### config.mk
export PLATFORM = sky130hd
export DESIGN_NAME = lev_csr
export DESIGN_NICKNAME = d
export VERILOG_FILES = /design/src/sv/levenshtein_distance_defines.svh /design/src/sv/lev_pkg.sv /design/src/sv/lev_csr.sv
export SDC_FILE = /design/constraint.sdc
export NUM_CORES = 1
export LEC_CHECK = 0
export BUFFER_PORTS_ARGS = -buffer_cell sky130_fd_sc_hd__buf_2
export CAP_MARGIN = 20
export CORE_UTILIZATION = 33
export DETAILED_ROUTE_END_ITERATION = 7
export PLACE_DENSITY_LB_ADDON = 0.15
export SETUP_SLACK_MARGIN = 0.2
export SYNTH_ARGS = -nofsm -noshare
export SYNTH_HDL_FRONTEND = slang
export SYNTH_SLANG_ARGS = --single-unit
### constraint.sdc
create_clock -name clock -period 1.5 [get_ports clock]
set_clock_uncertainty 0.2 [all_clocks]
set_input_delay 0.075 -clock clock [delete_from_list [all_inputs] [get_ports clock]]
set_output_delay 0.075 -clock clock [all_outputs]
set_load 0.02 [all_outputs]
### src/sv/levenshtein_distance_defines.svh
// ----------------------------------------------------------------------------
// Levenshtein distance assertion macros
// Concurrent assertion wrappers shared by the RTL; ASSERT_OFF leaves them out.
// ----------------------------------------------------------------------------
`ifndef LEVENSHTEIN_DISTANCE_DEFINES_SVH
`define LEVENSHTEIN_DISTANCE_DEFINES_SVH

`ifndef ASSERT_OFF
// Property checked on every clock edge outside reset
`define LEV_ASSERT(label, prop, msg) \
   label: assert property (@(posedge clock) disable iff (reset) prop) else $error(msg);
// Consequent checked in the cycle after the antecedent
`define LEV_ASSERT_NEXT(label, ante, cons, msg) \
   label: assert property (@(posedge clock) disable iff (reset) (ante) |=> (cons)) \
      else $error(msg);
`else
`define LEV_ASSERT(label, prop, msg)
`define LEV_ASSERT_NEXT(label, ante, cons, msg)
`endif

`endif

### src/sv/lev_pkg.sv
`timescale 1ns / 1ps
// ----------------------------------------------------------------------------
// Levenshtein distance package
// Shared widths, codes, token types and small arithmetic helpers.
// ----------------------------------------------------------------------------
package lev_pkg;

   localparam int MAX_LEN    = 128;
   localparam int CHAR_W     = 8;
   localparam int DIST_W     = 8;
   localparam int CSR_DATA_W = 32;
   localparam int CSR_ADDR_W = 3;

   localparam logic [DIST_W-1:0] DIST_MAX        = '1;
   localparam logic [DIST_W-1:0] THRESHOLD_RESET = 8'd2;
   localparam logic [CHAR_W-1:0] CHAR_UPPER_A    = 8'h41;
   localparam logic [CHAR_W-1:0] CHAR_UPPER_Z    = 8'h5A;
   localparam logic [CHAR_W-1:0] CASE_OFFSET     = 8'h20;

   // Register index, taken from the upper address bit
   localparam logic REG_THRESHOLD = 1'b0;

   typedef enum logic {
      OP_LOAD      = 1'b0,
      OP_CANDIDATE = 1'b1
   } lev_op_type;

   // Candidate character as it enters the head cell
   typedef struct packed {
      logic              start;
      logic              has_char;
      logic              is_last;
      logic [CHAR_W-1:0] ch;
   } lev_item_type;

   // Wavefront token handed from one cell to the next
   typedef struct packed {
      logic              valid;
      logic              start;
      logic              has_char;
      logic              is_last;
      logic [CHAR_W-1:0] ch;
      logic [DIST_W-1:0] left;
      logic [DIST_W-1:0] diag;
      logic [DIST_W-1:0] res;
   } lev_token_type;

   // Reference character write into one cell
   typedef struct packed {
      logic              we;
      logic [DIST_W-1:0] addr;
      logic [CHAR_W-1:0] ch;
   } lev_ref_wr_type;

   function automatic logic [DIST_W-1:0] sat_inc(input logic [DIST_W-1:0] v);
      return (v == DIST_MAX) ? v : v + 1'b1;
   endfunction

   function automatic logic [DIST_W-1:0] min8(input logic [DIST_W-1:0] a,
                                              input logic [DIST_W-1:0] b);
      return (a <= b) ? a : b;
   endfunction

   function automatic logic [CHAR_W-1:0] fold_case(input logic [CHAR_W-1:0] c);
      return (c >= CHAR_UPPER_A && c <= CHAR_UPPER_Z) ? c + CASE_OFFSET : c;
   endfunction

endpackage

### src/sv/lev_csr.sv
`timescale 1ns / 1ps
// ----------------------------------------------------------------------------
// Levenshtein configuration registers
// APB-style write/read port holding the suggestion threshold.
// ----------------------------------------------------------------------------
module lev_csr (
   input  logic                             clock,
   input  logic                             reset,
   input  logic                             psel,
   input  logic                             penable,
   input  logic                             pwrite,
   input  logic [lev_pkg::CSR_ADDR_W-1:0]   paddr,
   input  logic [lev_pkg::CSR_DATA_W-1:0]   pwdata,
   output logic [lev_pkg::CSR_DATA_W-1:0]   prdata,
   output logic                             pready,
   output logic [lev_pkg::DIST_W-1:0]       threshold
);

   logic [lev_pkg::DIST_W-1:0] threshold_ff;
   logic [lev_pkg::DIST_W-1:0] threshold_in;
   logic                       reg_idx;
   logic                       wr_fire;

   assign pready    = 1'b1;
   assign reg_idx   = paddr[lev_pkg::CSR_ADDR_W-1];
   assign wr_fire   = psel && penable && pwrite && pready;
   assign threshold = threshold_ff;

   // Decode the write
   always_comb begin
      threshold_in = threshold_ff;
      if (wr_fire) begin
         unique case (reg_idx)
            lev_pkg::REG_THRESHOLD: threshold_in = pwdata[lev_pkg::DIST_W-1:0];
            default:                threshold_in = threshold_ff;
         endcase
      end
   end

   always_ff @(posedge clock) begin
      if (reset) begin
         threshold_ff <= lev_pkg::THRESHOLD_RESET;
      end else begin
         threshold_ff <= threshold_in;
      end
   end

   // Read back
   always_comb begin
      unique case (reg_idx)
         lev_pkg::REG_THRESHOLD: prdata = {{(lev_pkg::CSR_DATA_W-lev_pkg::DIST_W){1'b0}},
                                           threshold_ff};
         default:                prdata = '0;
      endcase
   end

endmodule

==> metrics.md <==
| Metric | Value |
|---|---|
| Status | finished, final reports clean |
| Initial antenna violation count | 0 |
| Post-synthesis sequential area ratio | 0.256 |
| Final wirelength | 1060 um |
| Final setup viols | 0 |
| Pre-antenna DRT Iters | 1 |
| Postcts setup bufs | 0 |
| Most frequent cells in the layout | 29 x buf_2, 25 x conb_1, 14 x nand2b_1 |
| Post-layout net count | 149 |
| FILL cells | 192 |
| Sw Share | 0.311 |
| Comb pwr share | 0.268 |
| Final worst-path cycle share | 0.787 |
| Crit Path Category | flop to output pin |
| Leading cell type in the layout, fill and taps excluded | buf_2 |
| Crit-path max cell delay | roughly 0.32 ns |
| CP arrival | 0.91 ns |
| CTS tree | yes |
| Residual DRC count | 0 |
| Clock Sinks | 8 |
| Root buffer cell | clkbuf_4 |
| Core Util, Final | 0.456 |
| Area growth, synth to finish | 27.2% |
| Pwr per Cell Area | 653 mW/mm^2 |
| Sequential Power Share | 0.425 |
| Maximum number of pins on one net before global-route repair | 17 |
| Cells along the critical path | and2b_2 > buf_2 |
| GPL Wtd Cong | 0.598 |
| Total grt overflow | 0 |
| #FFs+latches synth | 8 |
| Worst path slowest cell | dfxtp_1 |
| Die Y | 45.5 um |
| Final hold vios | 0 |
| Ports | 81 |
| P_sw | roughly 0.16 mW |
| Total GRT Usage | 0.115 |
| Clock latency on the worst-skew pair | 0.24 ns |
| Fmax | between 0.8 and 0.9 GHz |
| Vias | around 480 |
| Yosys cell types | 10 |
| N_diodes | 0 |
| H-tree lvl count | 1 |
| Post-Syn Area per Cell | 8.94 um^2 |
| Internal | 0.358 mW |
| Dpl hpwl | approximately 780 um |
| Layout cells sized above 1 | 0.383 |
| Max Slew Vio Count | 0 |
| Clk pwr share | 0.307 |
| I/O Buffers | 29 |
| Leak pwr | 0.432 nW |
| Number of global-route vias before repair | 400 |
| CTS clk-pin slew, worst paths | 0.05 ns |
| RSZ-0062 raised after global routing | false |
| Initial Utilization | 0.358 |
| Hold Crit Class | input port to flop |
| Die Wd | 45.5 um |
| Site Rows | 15 |
| Via-per-instance ratio | approximately 3.6 |
| Post_cts resized | 0 |
| Final ANT Viol Nets | 0 |
| Cts-stage hold buffer count | 8 |
| Crit. End Element | output pin |
| Wire per inst | 8.04 um |
| Synth warn | 0 |
| Initial DRC Count | 0 |
| Maximum VDD drop | 0.474 mV |
| Max_cap viols | 0 |
| WP data required | 1.22 ns |
| Post-Syn Area | roughly 630 um^2 |
| First-pass GRT wire length | 1640 um |
| CTS Buffer Depth | 2 |
| CTS Buf Count | 3 |
| Die Area | around 0.0021 mm^2 |
| Cell count after synthesis | 70 |
| Crit start category | flop |
| Max FFs per register | 8 |
| Critical path peak fanout | 3 |
| Final min period | 1.18 ns |
| Core Footprint | 0.00175 mm^2 |
| Fin Setup TNS | 0 ns |
power groups by stage:
stage | logic (mW) | registers (mW) | clock network, mW
final | 0.139 | 0.221 | 0.160
after global routing | 0.153 | 0.221 | 0.186
after CTS | 0.139 | 0.221 | 0.173
after detailed placement | 0.123 | 0.225 | 0
after global placement | 0.122 | 0.225 | 0
after floorplan | 0.137 | 0.231 | 0
critical path, delay by kind of cell (launching register included):
kind | cells | cell delay, ns
simple gates | 1 | 0.19
buf+inv | 1 | 0.15
flops | 1 | 0.32
cells by family (layout without fill, tap and decap cells):
| family | Yosys count | in the layout | share of synthesized area |
|---|---|---|---|
| other | 2 | 25 | 0.0120 |
| flip-flops | 8 | 8 | 0.256 |
| multiplexers | 8 | 8 | 0.128 |
| AND/OR/NAND/NOR | 25 | 25 | 0.280 |
| buffers and inverters | 27 | 41 | 0.324 |
stage by stage:
step                cell area (um^2)  cells  hold slack (ns)  setup WS, ns  total power [mW]
floorplan                        712     93           0.0297         0.558             0.368
global placement                 693    121            0.138         0.347             0.347
detailed placement               693    121            0.143         0.316             0.348
CTS                              796    132          0.00575         0.302             0.533
global route                     796    132           0.0490         0.284             0.559
finish                           796    132           0.0234         0.320             0.519
path summary, 6_finish.rpt:
path	start	end	slack, ns	depth (start not counted)
setup / recovery	threshold[0]	prdata[0]	0.32	2
hold / removal	reset	threshold[1]	0.02	3
setup reg to reg	threshold[0]	threshold[0]	0.66	2
hold reg to reg	threshold[7]	threshold[7]	0.28	2
synthesized netlist by cell type (all sizes together):
| master | count | area (um^2) |
|---|---|---|
| nor2 | 2 | 7.51 |
| nand2b | 14 | 87.6 |
| dfxtp | 8 | 160 |
| mux2i | 8 | 80.1 |
| and2b | 8 | 70.1 |
| and4b | 1 | 10.0 |
| clkbuf | 1 | 3.75 |
| conb | 2 | 7.51 |
| buf | 26 | 199 |
metal layers:
metal  track usage  up-vias  wire [um]
met3        0.0476        0         82
met1         0.127      209        461
met5             0        -          0
met4        0.0545        0          0
met2         0.189       29        517
li1              -      241          -
layout make-up:
type / count / area, um^2 / area share
clock buffers: 3 / 22.5 / 0.0283
flip-flops and latches: 8 / 160 / 0.201
repair buffers: 38 / 233 / 0.292
well taps: 25 / 31.3 / 0.0393
multi-input cells: 58 / 349 / 0.439
Power figures use the tool's default switching activity.
