**src/sv/levenshtein_distance_defines.svh**
```systemverilog
// ----------------------------------------------------------------------------
// Levenshtein distance assertion macros
// Concurrent assertion wrappers shared by the RTL; ASSERT_OFF leaves them out.
// ----------------------------------------------------------------------------
`ifndef LEVENSHTEIN_DISTANCE_DEFINES_SVH
`define LEVENSHTEIN_DISTANCE_DEFINES_SVH

`ifndef ASSERT_OFF
// Property checked on every clock edge outside reset
`define LEV_ASSERT(label, prop, msg) \
   label: assert property (@(posedge clock) disable iff (reset) prop) else $error(msg);
// Consequent checked in the cycle after the antecedent
`define LEV_ASSERT_NEXT(label, ante, cons, msg) \
   label: assert property (@(posedge clock) disable iff (reset) (ante) |=> (cons)) \
      else $error(msg);
`else
`define LEV_ASSERT(label, prop, msg)
`define LEV_ASSERT_NEXT(label, ante, cons, msg)
`endif

`endif

```
**src/sv/lev_pkg.sv**
```systemverilog
`timescale 1ns / 1ps
// ----------------------------------------------------------------------------
// Levenshtein distance package
// Shared widths, codes, token types and small arithmetic helpers.
// ----------------------------------------------------------------------------
package lev_pkg;

   localparam int MAX_LEN    = 128;
   localparam int CHAR_W     = 8;
   localparam int DIST_W     = 8;
   localparam int CSR_DATA_W = 32;
   localparam int CSR_ADDR_W = 3;

   localparam logic [DIST_W-1:0] DIST_MAX        = '1;
   localparam logic [DIST_W-1:0] THRESHOLD_RESET = 8'd2;
   localparam logic [CHAR_W-1:0] CHAR_UPPER_A    = 8'h41;
   localparam logic [CHAR_W-1:0] CHAR_UPPER_Z    = 8'h5A;
   localparam logic [CHAR_W-1:0] CASE_OFFSET     = 8'h20;

   // Register index, taken from the upper address bit
   localparam logic REG_THRESHOLD = 1'b0;

   typedef enum logic {
      OP_LOAD      = 1'b0,
      OP_CANDIDATE = 1'b1
   } lev_op_type;

   // Candidate character as it enters the head cell
   typedef struct packed {
      logic              start;
      logic              has_char;
      logic              is_last;
      logic [CHAR_W-1:0] ch;
   } lev_item_type;

   // Wavefront token handed from one cell to the next
   typedef struct packed {
      logic              valid;
      logic              start;
      logic              has_char;
      logic              is_last;
      logic [CHAR_W-1:0] ch;
      logic [DIST_W-1:0] left;
      logic [DIST_W-1:0] diag;
      logic [DIST_W-1:0] res;
   } lev_token_type;

   // Reference character write into one cell
   typedef struct packed {
      logic              we;
      logic [DIST_W-1:0] addr;
      logic [CHAR_W-1:0] ch;
   } lev_ref_wr_type;

   function automatic logic [DIST_W-1:0] sat_inc(input logic [DIST_W-1:0] v);
      return (v == DIST_MAX) ? v : v + 1'b1;
   endfunction

   function automatic logic [DIST_W-1:0] min8(input logic [DIST_W-1:0] a,
                                              input logic [DIST_W-1:0] b);
      return (a <= b) ? a : b;
   endfunction

   function automatic logic [CHAR_W-1:0] fold_case(input logic [CHAR_W-1:0] c);
      return (c >= CHAR_UPPER_A && c <= CHAR_UPPER_Z) ? c + CASE_OFFSET : c;
   endfunction

endpackage

```
**src/sv/lev_head.sv**
```systemverilog
`timescale 1ns / 1ps
// ----------------------------------------------------------------------------
// Levenshtein head cell
// Holds the candidate length (column row zero) and launches one token per
// candidate item into the cell chain.
// ----------------------------------------------------------------------------
module lev_head (
   input  logic                  clock,
   input  logic                  reset,
   input  logic                  advance,
   input  logic                  accept,
   input  lev_pkg::lev_item_type item,
   output lev_pkg::lev_token_type tok_o
);

   logic [lev_pkg::DIST_W-1:0] count_ff;
   logic [lev_pkg::DIST_W-1:0] count_in;
   logic [lev_pkg::DIST_W-1:0] count_old;
   lev_pkg::lev_token_type     tok_ff;
   lev_pkg::lev_token_type     tok_in;

   // Restart the count on a new candidate, bump it per character
   always_comb begin
      count_old = item.start ? '0 : count_ff;
      count_in  = item.has_char ? lev_pkg::sat_inc(count_old) : count_old;
   end

   // Build the token; result defaults to row zero for an empty reference
   always_comb begin
      tok_in          = tok_ff;
      if (advance) begin
         tok_in.valid    = accept;
         tok_in.start    = item.start;
         tok_in.has_char = item.has_char;
         tok_in.is_last  = item.is_last;
         tok_in.ch       = item.ch;
         tok_in.left     = count_in;
         tok_in.diag     = count_old;
         tok_in.res      = count_in;
      end
   end

   always_ff @(posedge clock) begin
      if (reset) begin
         count_ff     <= '0;
         tok_ff.valid <= 1'b0;
      end else begin
         if (accept) begin
            count_ff <= count_in;
         end
         tok_ff <= tok_in;
      end
   end

   assign tok_o = tok_ff;

endmodule

```
**config.mk**
```make
export PLATFORM = sky130hd
export DESIGN_NAME = lev_head
export DESIGN_NICKNAME = d
export VERILOG_FILES = /design/src/sv/levenshtein_distance_defines.svh /design/src/sv/lev_pkg.sv /design/src/sv/lev_head.sv
export SDC_FILE = /design/constraint.sdc
export NUM_CORES = 1
export LEC_CHECK = 0
export ABC_CLOCK_PERIOD_IN_PS = 4300
export BUFFER_PORTS_ARGS = -buffer_cell sky130_fd_sc_hd__buf_2
export CAP_MARGIN = 10
export CELL_PAD_IN_SITES_DETAIL_PLACEMENT = 2
export CELL_PAD_IN_SITES_GLOBAL_PLACEMENT = 2
export CORE_AREA = 4 4 61 91
export CTS_CLUSTER_DIAMETER = 100
export DETAILED_ROUTE_END_ITERATION = 7
export DIE_AREA = 0 0 65 95
export GPL_ROUTABILITY_DRIVEN = 0
export MAX_ROUTING_LAYER = met4
export PLACE_DENSITY_LB_ADDON = 0.1
export RECOVER_POWER = 50
export SYNTH_ARGS = -nofsm -noshare
export SYNTH_HDL_FRONTEND = slang
export SYNTH_SLANG_ARGS = --single-unit
export TNS_END_PERCENT = 30
```
**constraint.sdc**
```tcl
create_clock -name clock -period 4.3 [get_ports clock]
set_clock_uncertainty 0.15 [all_clocks]
set_input_delay 0.215 -clock clock [delete_from_list [all_inputs] [get_ports clock]]
set_output_delay 0.215 -clock clock [all_outputs]
set_load 0.03 [all_outputs]
```
==> metrics <==
final setup fails=0; antenna cells=0; Slew headroom=3.968%; RSZ-0062 raised after global routing=no; PortBufs=50; crit-path leading delay family=buffers and inverters; Post-route DRC=0; core area=4771 um2; Slew Viols, Final=0; postcts setup bufs=0; crit path buf inv count=2; uppermost layer routed=met4; TritonCTS clock tree=done; # clock sinks=36; RR Endpoint=tok_o[5]; Root Driver=clkbuf_8; layout cell share with drive strength beyond 1=36.87%; worst reg-to-reg path cell count=3; R2R setup slack=2.57 ns; met1 wire length=1574 um; VDD IR-drop max=0.1911 mV; Worst Hold Margin=0.04471 ns; Clock Latency Late Sink=0.29 ns; Post-Layout Inst Area=2027 um2; slowest stage delay, CP=1.05 ns; hold path startpoint=advance; Syn Nets=143; GRT overflow=0; Die Height=95 um; minimum clock period=1.970 ns; Nets=193; cell taking the most area after synthesis=edfxtp_1; CTS buffer count=5; share of the synthesized area in the top cell type=49.32%; CTS Hold Bufs=9; Synthesis Warnings=0; Post-synth EDFFs=27; drt total wl=4183 um; CP max-delay cell=clkbuf_1; critical path type=input port to flip-flop; status=finished, final reports clean; deepest clock path buffer count=2; max_cap viols=0; starting density of the core=34.46%; most common library cells after synthesis=edfxtp_1 (27), nor2_1 (12), buf_4 (11), dfxtp_1 (9); Post-synth ARST share=0%; row count=31; cell area after synthesis=1644 um2; met2 wire len=2348 um; First DRT Iteration DRCs=22; Clock transition at path regs=0.07 ns; metal3 WL=195 um; largest net degree at the start of global routing=28; gr usage total=15.03%; worst r2r src=count_ff[3]; syn avg cell area=12.84 um2; Leak=0.0007756 uW; hold path cells=3; Yosys reg bits=36; Post-DP Area=1844 um2; Worst EP arrival=1.71 ns; total number of H-tree levels=2; WHS Endpoint=tok_o[35]; PwrDens=382.2 nW/um2; actual slew at the worst max-slew pin=1.440 ns; post-cts sizing count=0; period utilisation layout=45.81%; Worst EP required=4.04 ns; post-synthesis sequential area ratio=60.27%; fmax=0.5076 GHz; die width=65 um; via count=1,185; Post-synth top flop=edfxtp_1; drt wl/cell=17.07 um; HPWL Detailed=2955 um; vias per cell=4.837; die area=6175 um2; final core utilization=42.49%; Synth area leaders=edfxtp_1 (49%), dfxtp_1 (11%), buf_4 (5.0%); Cell Chain, Critical Path=clkbuf_1 -> nor2b_2 -> clkbuf_1; CP max FO=27; vias in the first global route=1,299; most numerous cell in the Yosys netlist=edfxtp_1; Hold Crit Class=input port to flip-flop; Filler cells=530; DR pass1 iterations=4; Hold Fails Final Rpt=0; Worst Setup End Kind=flip-flop; Post-Synthesis Cells=128; total I/O pin count=51; initial antenna violation count=0; area grow syn2layout=23.29%; global-route wire length before repair=6796 um; Pwr Total=774.6 uW; crit-path most repeated cell=clkbuf_1; post-synth cell types=40; crit path launch type=input port; post-route ant nets=0; Setup TNS=0 ns
where the power goes:
group / switching (uW) / internal [uW] / total (uW)
logic: 61.6 / 26.6 / 88.1
clock network: 118 / 172 / 290
registers: 7.08 / 389 / 396
how the worst max path moves through the flow:
stage                      from       end  slack, ns  cells after the start
finish                    reset  tok_o[0]       2.33                      3
global route              reset  tok_o[1]       2.14                      3
CTS                 count_ff[4]  tok_o[6]       2.57                      3
detailed placement  count_ff[4]  tok_o[6]       2.60                      3
global placement    count_ff[4]  tok_o[6]       2.64                      3
floorplan                 reset  tok_o[0]       2.17                      2
flip-flops by register name, indices dropped and copies added (netlist names):
name / count
count_ff: 8
tok_o: 28
cell families after synthesis:
group | count (synthesis) | synth area share, %
xor+xnor | 2 | 1.066
mux | 4 | 2.587
simple gates | 45 | 17.58
buf+inv | 20 | 9.360
flops | 36 | 60.27
compound gates | 21 | 9.132
cells in the final DEF, fill, tap and decap left out, types with 2 or more instances in the layout:
cell type       n
a211oi_2        2
a21oi_1         5
a31oi_1         5
and2b_1         2
and3_1          2
and4_4          2
buf_2          44
clkbuf_1        8
clkbuf_8        5
dfxtp_1         9
dlygate4sd3_1   9
edfxtp_1       27
inv_1           3
mux2_2          2
mux2i_1         2
nand2_1         3
nand3_1         3
nand4_1         2
nor2_1         12
nor2b_1         4
nor3_1          2
o21a_1          4
worst register-to-register path: stages, from the launching register on:
cell and delay [ns]:
dfxtp_1 0.52, nand3b_1 0.24, nor3_2 0.20, mux2_2 0.36
per-layer routing:
layer  GRT usage, %  vias to the layer above
met5              -                        -
met4          5.820                        0
met3          3.452                        6
met2          27.50                       33
met1          15.29                      587
li1               -                      559
area by class of cell:
class                      count  area, um2  share of cell area [%]
multi-input combinational     72      498.0                   24.57
tap                           66      82.58                   4.074
clock buffer                   6      72.57                   3.580
timing repair buffer          60      336.6                   16.60
sequential                    36      991.0                   48.89
inverter                       3      11.26                  0.5556
clock inverter                 2      35.03                   1.728
through the flow:
stage | worst slack, ns | instances
3_3_place_gp | 2.641 | 228
6_report | 2.330 | 245
2_1_floorplan | 2.167 | 128
4_1_cts | 2.566 | 245
3_5_place_dp | 2.598 | 228
5_1_grt | 2.145 | 245
No activity file was read; power rests on OpenSTA's default activity.
