===== src/sv/levenshtein_distance_defines.svh =====
// ----------------------------------------------------------------------------
// Levenshtein distance assertion macros
// Concurrent assertion wrappers shared by the RTL; ASSERT_OFF leaves them out.
// ----------------------------------------------------------------------------
`ifndef LEVENSHTEIN_DISTANCE_DEFINES_SVH
`define LEVENSHTEIN_DISTANCE_DEFINES_SVH

`ifndef ASSERT_OFF
// Property checked on every clock edge outside reset
`define LEV_ASSERT(label, prop, msg) \
   label: assert property (@(posedge clock) disable iff (reset) prop) else $error(msg);
// Consequent checked in the cycle after the antecedent
`define LEV_ASSERT_NEXT(label, ante, cons, msg) \
   label: assert property (@(posedge clock) disable iff (reset) (ante) |=> (cons)) \
      else $error(msg);
`else
`define LEV_ASSERT(label, prop, msg)
`define LEV_ASSERT_NEXT(label, ante, cons, msg)
`endif

`endif


===== src/sv/lev_pkg.sv =====
`timescale 1ns / 1ps
// ----------------------------------------------------------------------------
// Levenshtein distance package
// Shared widths, codes, token types and small arithmetic helpers.
// ----------------------------------------------------------------------------
package lev_pkg;

   localparam int MAX_LEN    = 128;
   localparam int CHAR_W     = 8;
   localparam int DIST_W     = 8;
   localparam int CSR_DATA_W = 32;
   localparam int CSR_ADDR_W = 3;

   localparam logic [DIST_W-1:0] DIST_MAX        = '1;
   localparam logic [DIST_W-1:0] THRESHOLD_RESET = 8'd2;
   localparam logic [CHAR_W-1:0] CHAR_UPPER_A    = 8'h41;
   localparam logic [CHAR_W-1:0] CHAR_UPPER_Z    = 8'h5A;
   localparam logic [CHAR_W-1:0] CASE_OFFSET     = 8'h20;

   // Register index, taken from the upper address bit
   localparam logic REG_THRESHOLD = 1'b0;

   typedef enum logic {
      OP_LOAD      = 1'b0,
      OP_CANDIDATE = 1'b1
   } lev_op_type;

   // Candidate character as it enters the head cell
   typedef struct packed {
      logic              start;
      logic              has_char;
      logic              is_last;
      logic [CHAR_W-1:0] ch;
   } lev_item_type;

   // Wavefront token handed from one cell to the next
   typedef struct packed {
      logic              valid;
      logic              start;
      logic              has_char;
      logic              is_last;
      logic [CHAR_W-1:0] ch;
      logic [DIST_W-1:0] left;
      logic [DIST_W-1:0] diag;
      logic [DIST_W-1:0] res;
   } lev_token_type;

   // Reference character write into one cell
   typedef struct packed {
      logic              we;
      logic [DIST_W-1:0] addr;
      logic [CHAR_W-1:0] ch;
   } lev_ref_wr_type;

   function automatic logic [DIST_W-1:0] sat_inc(input logic [DIST_W-1:0] v);
      return (v == DIST_MAX) ? v : v + 1'b1;
   endfunction

   function automatic logic [DIST_W-1:0] min8(input logic [DIST_W-1:0] a,
                                              input logic [DIST_W-1:0] b);
      return (a <= b) ? a : b;
   endfunction

   function automatic logic [CHAR_W-1:0] fold_case(input logic [CHAR_W-1:0] c);
      return (c >= CHAR_UPPER_A && c <= CHAR_UPPER_Z) ? c + CASE_OFFSET : c;
   endfunction

endpackage


===== src/sv/lev_cell.sv =====
`timescale 1ns / 1ps
// ----------------------------------------------------------------------------
// Levenshtein chain cell
// Holds one reference character and one column entry; updates the entry as
// the token of each candidate character passes and hands the token on.
// ----------------------------------------------------------------------------
module lev_cell #(
   parameter int INDEX = 1
) (
   input  logic                       clock,
   input  logic                       reset,
   input  logic                       advance,
   input  logic [lev_pkg::DIST_W-1:0] ref_len,
   input  lev_pkg::lev_ref_wr_type    ref_wr,
   input  lev_pkg::lev_token_type     tok_i,
   output lev_pkg::lev_token_type     tok_o
);

   localparam logic [lev_pkg::DIST_W-1:0] IDX  = lev_pkg::DIST_W'(INDEX);
   localparam logic [lev_pkg::DIST_W-1:0] ADDR = lev_pkg::DIST_W'(INDEX - 1);

   logic [lev_pkg::CHAR_W-1:0] ref_ff;
   logic [lev_pkg::DIST_W-1:0] d_ff;
   logic [lev_pkg::DIST_W-1:0] d_in;
   logic [lev_pkg::DIST_W-1:0] old;
   logic [lev_pkg::DIST_W-1:0] low;
   lev_pkg::lev_token_type     tok_ff;
   lev_pkg::lev_token_type     tok_in;

   // Recurrence: match takes the diagonal, else one more than the minimum
   always_comb begin
      old  = tok_i.start ? IDX : d_ff;
      low  = lev_pkg::min8(lev_pkg::min8(tok_i.diag, old), tok_i.left);
      d_in = old;
      if (tok_i.has_char) begin
         d_in = (ref_ff == tok_i.ch) ? tok_i.diag : lev_pkg::sat_inc(low);
      end
   end

   // Pass the token on, tapping the result at the reference end
   always_comb begin
      tok_in = tok_ff;
      if (advance) begin
         tok_in      = tok_i;
         tok_in.left = d_in;
         tok_in.diag = old;
         tok_in.res  = (IDX == ref_len) ? d_in : tok_i.res;
      end
   end

   always_ff @(posedge clock) begin
      if (ref_wr.we && ref_wr.addr == ADDR) begin
         ref_ff <= ref_wr.ch;
      end
      if (advance && tok_i.valid) begin
         d_ff <= d_in;
      end
   end

   always_ff @(posedge clock) begin
      if (reset) begin
         tok_ff.valid <= 1'b0;
      end else begin
         tok_ff <= tok_in;
      end
   end

   assign tok_o = tok_ff;

endmodule

===== config.mk =====
export PLATFORM = sky130hd
export DESIGN_NAME = lev_cell
export DESIGN_NICKNAME = d
export VERILOG_FILES = /design/src/sv/levenshtein_distance_defines.svh /design/src/sv/lev_pkg.sv /design/src/sv/lev_cell.sv
export SDC_FILE = /design/constraint.sdc
export NUM_CORES = 1
export LEC_CHECK = 0
export BUFFER_PORTS_ARGS = -buffer_cell sky130_fd_sc_hd__buf_2
export CAP_MARGIN = 0
export CORE_MARGIN = 2
export CORE_UTILIZATION = 34
export DETAILED_ROUTE_END_ITERATION = 8
export PLACE_DENSITY_LB_ADDON = 0.15
export SYNTH_ARGS = -nofsm -noshare
export SYNTH_HDL_FRONTEND = slang
export SYNTH_SLANG_ARGS = --single-unit

===== constraint.sdc =====
create_clock -name clock -period 4.7 [get_ports clock]
set_input_delay 0.94 -clock clock [delete_from_list [all_inputs] [get_ports clock]]
set_output_delay 0.94 -clock clock [all_outputs]
set_load 0.01 [all_outputs]

==> results of run 1 <==
critical path: stages:
cell and delay, ps:
buf_8 110, nand2b_4 150, ha_4 210, nor2b_4 120, o211a_1 240, o211a_4 290
o21ai_2 160, nand2_1 90, ha_1 270, and3_4 150, a221o_1 370, a21oi_4 280
nor3_2 90, a31oi_2 320, nand4_4 230, buf_6 180, o211a_1 240, o31ai_1 240
worst paths after layout:
path,from,end,slack [ps],depth (start not counted)
worst min register to register,tok_o[35],tok_o[35],510,2
worst max-delay path,tok_i[34],tok_o[1],120,18
worst max register to register,d_ff[1],tok_o[1],520,17
worst min-delay path,tok_o[35],tok_o[35],510,2
layout by cell type (no fill, tap or decap), types with 4 or more instances in the layout:
master / netlist / final
buf_2: 1 / 98
buf_4: 0 / 57
edfxtp_1: 51 / 51
nand2_1: 31 / 29
inv_1: 20 / 20
nor2_1: 19 / 16
ha_1: 16 / 13
nand3_1: 10 / 10
a21oi_1: 8 / 8
xor2_1: 8 / 8
nor3_1: 10 / 7
o31ai_1: 9 / 6
nand2b_1: 7 / 5
o21ai_1: 0 / 5
nor4_1: 7 / 5
clkbuf_8: 0 / 5
o211a_1: 5 / 4
a21o_1: 4 / 4
power by group through the flow:
stage / logic (uW) / registers [uW] / clock network [uW]
after floorplan: 197 / 573 / 0
after CTS: 398 / 552 / 318
after global placement: 377 / 562 / 0
final: 460 / 552 / 312
after global routing: 502 / 555 / 339
after detailed placement: 380 / 562 / 0
routing by layer:
metal	track usage [%]	share of wire, %	vias up
met1	21.97	45	1314
met5	0	0	-
met4	2.885	0.66	0
met3	2.950	4.7	7
met2	29.97	50	76
li1	-	-	1348
state kept, by name, indices dropped and copies added, names as in the netlist:
name and cells:
tok_o 36, d_ff 8, ref_ff 8
logic make-up (layout without fill, tap and decap cells):
kind of cell / count (synthesis) / after routing
multiplexers: 1 / 1
XOR/XNOR: 8 / 8
buffers and inverters: 27 / 187
AND/OR/NAND/NOR: 101 / 102
AO/OA/AOI/OAI: 66 / 66
adder cells (fa/ha/maj): 16 / 16
flip-flops: 52 / 52
cell type report:
type | count | area share [%]
Sequential cell | 52 | 35.41
Multi-Input combinational cell | 193 | 35.18
Timing Repair Buffer | 159 | 22.07
Tap cell | 108 | 3.084
Inverter | 20 | 1.713
Clock buffer | 6 | 1.656
Clock inverter | 2 | 0.8852
what timing repair did:
action                                  in CTS  in global routing
setup buffers                                1                  5
gates resized for setup                     11                 43
gates cloned                                 0                  1
hold endpoints to repair                     0                  0
endpoints found under the setup margin      22                 24
pin swaps                                    4                 15
stage by stage:
stage                     std cells  power [uW]  util [%]  instance area, sq um  worst slack, ps
after detailed placement        525       942.0     46.24                  3974           -468.6
after CTS                       534        1268     48.17                  4139            13.85
after floorplan                 271       770.5         -                  2967            8.669
final                           540        1325     50.99                  4382            116.8
after global routing            540        1396     50.99                  4382           -22.02
after global placement          525       938.9     46.24                  3974           -431.9
==> summary.txt, run 1 <==
Logic synthesis
  • Main combinational cell family by area after synthesis: compound AO/OA/AOI/OAI gates
  • Adder-Cell Fraction of Synth Area: 6.748%
  • Distinct cells, synth: 49
  • Ys Warns: 0
  • Complex-gate fraction of the synthesized area: 17.67%
  • Top-count cell post-synth: edfxtp_1
  • Main synth FF type: edfxtp_1
  • FF+latch count, synth: 52
  • Number of synthesized flops with an enable pin: 51
  • Top post-synthesis cells by count: edfxtp_1, nand2_1, inv_1
  • Post-synthesis instance area: 2967 sq um
  • Mux share of post-synthesis cell area: 0.3374%
  • Syn avg cell area: 10.95 sq um
  • Synth Instances: 271
  • Sequential area share after synthesis: 52.30%
  • Synth area leaders: edfxtp_1, ha_1, nand2_1, inv_1, nor2_1
  • Share of the synthesized area in the top cell type: 51.62%
  • Async SR Flop Fraction: 0%
  • Simple-gate share of the synthesized area: 16.83%
  • Syn nets: 351
  • Xor/xnor share of the synthesized area: 2.362%
  • Biggest area consumer among synthesized cells: edfxtp_1

Timing
  • Post-route minimum period: 4583 ps
  • Worst-margin pin slew: 970.5 ps
  • Crit share post-route: 97.51%
  • Hold Vio Cnt, Final: 0
  • Max Slew Vio Count: 0
  • Post-route setup TNS: 0 ps
  • Slew headroom: 35.15%
  • Final setup violation count: 0
  • Highest Clock Rate: 218.2 MHz
  • Worst Clk Skew: 10.51 ps
  • Hold Slack: 509.1 ps

Setup path
  • Required time worst endpoint: 4810 ps
  • Worst setup SP type: input port
  • Worst Path Arrival: 4690 ps
  • Worst-path fanout max: 9
  • Critical Path Sink Type: register
  • CP Class: in -> reg

Route
  • Via count: 2745
  • Drc violations: 0
  • WL per Instance: 15.43 microns
  • Iteration-0 DRC Markers: 107
  • WL final: 8332 microns
  • TritonRoute pass-1 iters: 4
  • Detail Route Antenna Nets: 0
  • Via/cell ratio: 5.083

Die
  • Top Ports: 100
  • Die area: 9489 sq um
  • Die Y: 97.41 microns
  • Initial Util: 34.52%
  • Row cnt: 34
  • Core area: 8593 sq um
  • Die width: 97.41 microns

Place
  • Placer Congestion: 0.8340
  • Dpl hpwl: 6350 microns
  • Port Buffers: 99

Global routing
  • Gr ovfl total: 0
  • Initial antenna violation count: 0
  • First-pass GRT wire length: 13070 microns
  • Total Routing Usage GR: 16.91%
  • Largest net degree at the start of global routing: 36
  • Vias in the first global route: 2747

Final layout
  • Multi-input gate area: 1541 sq um
  • Layout fillers: 809
  • Layout cells sized above 1: 49.07%
  • Nets: 511
  • Syn-to-layout area delta: 47.70%
  • Antenna cell count: 0
  • Register Area: 1551 sq um

Pwr
  • Peak VDD IR: 0.0001306 V
  • Clk pwr share: 23.5%
  • Reg power frac: 41.7%
  • Internal power: 923.1 uW
  • Psw: 401.5 uW
  • Switching Fraction: 30.31%
  • Leak: 0.001973 uW
  • Part of the power in combinational logic: 34.8%
  • Power Dens Cells: 302.3 nW/um^2

Clocking
  • Skew-Pair Late Insertion Delay: 300 ps
  • CTS Hold Bufs: 0
  • Root Driver: clkbuf_8
  • Max Root-Sink Buffers: 2
  • H-tree depth: 2
  • Clock Pin Slew Worst Setup and Hold Paths: 100 ps
  • Cts bufs inserted: 5
  • CTS tree: yes
  • CTS sink cnt: 52

Worst hold path
  • Worst hold-check path type: reg -> reg

Job
  • Max Cap Viol: 0

Status
  • Status: finished clean
Note: power is estimated with default switching activity, not from simulation.
==> run 2: changes to the inputs <==
--- a/config.mk
+++ b/config.mk
@@ -5,6 +5,7 @@
 export SDC_FILE = /design/constraint.sdc
 export NUM_CORES = 1
 export LEC_CHECK = 0
+export ABC_AREA = 1
 export BUFFER_PORTS_ARGS = -buffer_cell sky130_fd_sc_hd__buf_2
 export CAP_MARGIN = 0
 export CORE_MARGIN = 2
==> run 2 against run 1 <==
Net effect:
- fmax is 5.0% higher
- sequential power barely moved
- utilization down 7.5 points
- largest power group unchanged
==> summary.txt, run 2 <==
Status
  • Status: finished clean (unchanged)

Logic synthesis
  • Syn avg cell area: 8.913 sq um (was 10.95 sq um)
  • Async SR Flop Fraction: 0% (unchanged)
  • Top post-synthesis cells by count: nand2_1, edfxtp_1, inv_1 (was edfxtp_1, nand2_1, inv_1)
  • Post-synthesis instance area: 3110 sq um (was 2967 sq um)
  • Ys Warns: 0 (unchanged)
  • Biggest area consumer among synthesized cells: edfxtp_1 (unchanged)
  • Syn nets: 429 (was 351)
  • Distinct cells, synth: 32 (was 49)
  • Top-count cell post-synth: nand2_1 (was edfxtp_1)
  • Number of synthesized flops with an enable pin: 51 (unchanged)
  • Sequential area share after synthesis: 49.88% (was 52.30%)
  • Main synth FF type: edfxtp_1 (unchanged)
  • Share of the synthesized area in the top cell type: 49.24% (was 51.62%)
  • Synth area leaders: edfxtp_1, nand2_1, ha_1, inv_1, nand3_1 (was edfxtp_1, ha_1, nand2_1, inv_1, nor2_1)
  • FF+latch count, synth: 52 (unchanged)
  • Synth Instances: 349 (was 271)

Timing
  • Final setup violation count: 0 (unchanged)
  • Final worst slack: 337.1 ps (was 116.8 ps)
  • Highest Clock Rate: 229.2 MHz (was 218.2 MHz)
  • Hold Slack: 472.3 ps (was 509.1 ps)
  • Hold Vio Cnt, Final: 0 (unchanged)
  • Slew headroom: 34.30% (was 35.15%)
  • Worst-margin pin slew: 983.1 ps (was 970.5 ps)
  • Worst Clk Skew: 9.301 ps (was 10.51 ps)
  • Post-route minimum period: 4363 ps (was 4583 ps)
  • Max Slew Vio Count: 0 (unchanged)
  • Crit share post-route: 92.83% (was 97.51%)
  • Unrepaired setup endpoints after global routing: false

Route
  • TritonRoute pass-1 iters: 4 (unchanged)
  • Drc violations: 0 (unchanged)
  • Iteration-0 DRC Markers: 137 (was 107)
  • Via count: 2603 (was 2745)
  • Via/cell ratio: 4.632 (was 5.083)
  • Detail Route Antenna Nets: 0 (unchanged)
  • WL per Instance: 12.92 microns (was 15.43 microns)
  • WL final: 7261 microns (was 8332 microns)

Place
  • Placer Congestion: 0.8705 (was 0.8340)
  • Dpl hpwl: 5995 microns (was 6350 microns)
  • DP Area: 3719 sq um (was 3974 sq um)
  • Place WS: -16.52 ps (was -468.6 ps)
  • Port Buffers: 99 (unchanged)

Die
  • Initial Util: 35.32% (was 34.52%)
  • Die width: 99.65 microns (was 97.41 microns)
  • Row cnt: 34 (unchanged)
  • Core area: 8806 sq um (was 8593 sq um)
  • Die Y: 99.65 microns (was 97.41 microns)
  • Die area: 9929 sq um (was 9489 sq um)
  • Top Ports: 100 (unchanged)

Pwr
  • Peak VDD IR: 0.0001456 V (was 0.0001306 V)
  • Power Dens Cells: 315.7 nW/um^2 (was 302.3 nW/um^2)
  • Leak: 0.001969 uW (was 0.001973 uW)

Final layout
  • Layout fillers: 928 (was 809)
  • Max FFs per register: 36 (unchanged)
  • Nets: 533 (was 511)
  • Commonest cells after routing, fill and taps aside: nand2_1, buf_2, edfxtp_1, inv_1, nand3_1 (was buf_2, buf_4, edfxtp_1, nand2_1, inv_1)
  • Antenna cell count: 0 (unchanged)
  • Layout cells sized above 1: 33.26% (was 49.07%)
  • Syn-to-layout area delta: 23.25% (was 47.70%)
  • Util after Layout: 43.54% (was 50.99%)
  • Most common cell after layout, fill and taps aside: nand2_1 (was buf_2)
  • Fin area: 3834 sq um (was 4382 sq um)

Clocking
  • Clock Pin Slew Worst Setup and Hold Paths: 90 ps (was 100 ps)
  • Skew-Pair Late Insertion Delay: 300 ps (about the same)
  • Setup Buffers After CTS: 0 (was 1)
  • Root Driver: clkbuf_8 (unchanged)
  • Max Root-Sink Buffers: 2 (unchanged)
  • CTS tree: yes (unchanged)
  • H-tree depth: 2 (unchanged)
  • Cts bufs inserted: 5 (unchanged)
  • CTS sink cnt: 52 (unchanged)

Setup path
  • Cell mode on critical path: nand2_1 (was o211a_1)
  • Critical path's slowest cell: ha_1 (was a221o_1)
  • Required time worst endpoint: 4830 ps (was 4810 ps)
  • Worst Path Arrival: 4500 ps (was 4690 ps)
  • Worst setup SP type: input port (unchanged)
  • Worst-path fanout max: 11 (was 9)
  • Crit-path max cell delay: 330 ps (was 370 ps)
  • CP Class: in -> reg (unchanged)
  • Critical Path Sink Type: register (unchanged)

Worst hold path
  • Worst hold-check path type: reg -> reg (unchanged)

Global routing
  • Gr ovfl total: 0 (unchanged)
  • Total Routing Usage GR: 14.84% (was 16.91%)
  • First-pass GRT wire length: 11650 microns (was 13070 microns)
  • Vias in the first global route: 2542 (was 2747)
  • Largest net degree at the start of global routing: 36 (unchanged)
  • Initial antenna violation count: 0 (unchanged)

Job
  • Max Cap Viol: 0 (unchanged)
run 2: timing repair:
item | in CTS | in global routing
setup endpoints to repair | 0 | 7
hold buffers | 0 | 0
resized for setup | 0 | 2
run 2: cell type report:
cell class	count	area, sq um	area share, %
inverter	50	190.2	4.961
timing repair buffer	103	525.5	13.71
clock buffer	6	72.57	1.893
clock inverter	2	35.03	0.9138
multi-input combinational	241	1324	34.53
sequential	52	1551	40.47
tap	108	135.1	3.525
run 2: per-stage QoR:
step	std cells	setup TNS, ps	power, uW
5_1_grt	562	0	1285
6_report	562	0	1210
4_1_cts	562	0	1220
3_5_place_dp	554	-16.52	922.1
2_1_floorplan	349	0	818.3
3_3_place_gp	554	0	917.4
run 2: cells by family (layout without fill, tap and decap cells):
logic type,Yosys count,count (layout),synth area share (%)
compound gates,21,21,3.862
xor+xnor,1,1,0.2816
fa+ha+maj,16,16,6.436
buf+inv,56,161,7.964
flops,52,52,49.88
simple gates,203,203,31.58
run 2: path summary, 6_finish.rpt:
| path | startpoint | endpoint | slack (ps) | cells after the start |
|---|---|---|---|---|
| max | tok_i[34] | d_ff[1] | 340 | 25 |
| min | tok_o[35] | tok_o[35] | 470 | 2 |
| max reg2reg | d_ff[7] | d_ff[1] | 950 | 23 |
| min reg2reg | tok_o[35] | tok_o[35] | 470 | 2 |
run 2: worst max-delay path: cells and delay by family:
family                   cells  cell delay, ps
adder cells (fa/ha/maj)      2             560
buffers and inverters        5             720
AO/OA/AOI/OAI                3             530
AND/OR/NAND/NOR             15            1720
run 2: layer usage:
| layer | wire (microns) | part of all wire (%) | vias up | track usage [%] |
|---|---|---|---|---|
| met5 | 0 | 0 | - | 0 |
| met1 | 3198 | 44 | 1161 | 18.60 |
| met4 | 82 | 1.1 | 0 | 3.583 |
| met3 | 443 | 6.1 | 8 | 3.725 |
| li1 | - | - | 1350 | - |
| met2 | 3537 | 49 | 84 | 25.73 |
run 2: power by group:
part	internal, uW	switching (uW)	leakage, uW
Sequential	546	6.09	0.000487
Combinational	127	232	0.00143
Clock	158	141	0.0000552
Total	831	379	0.00197
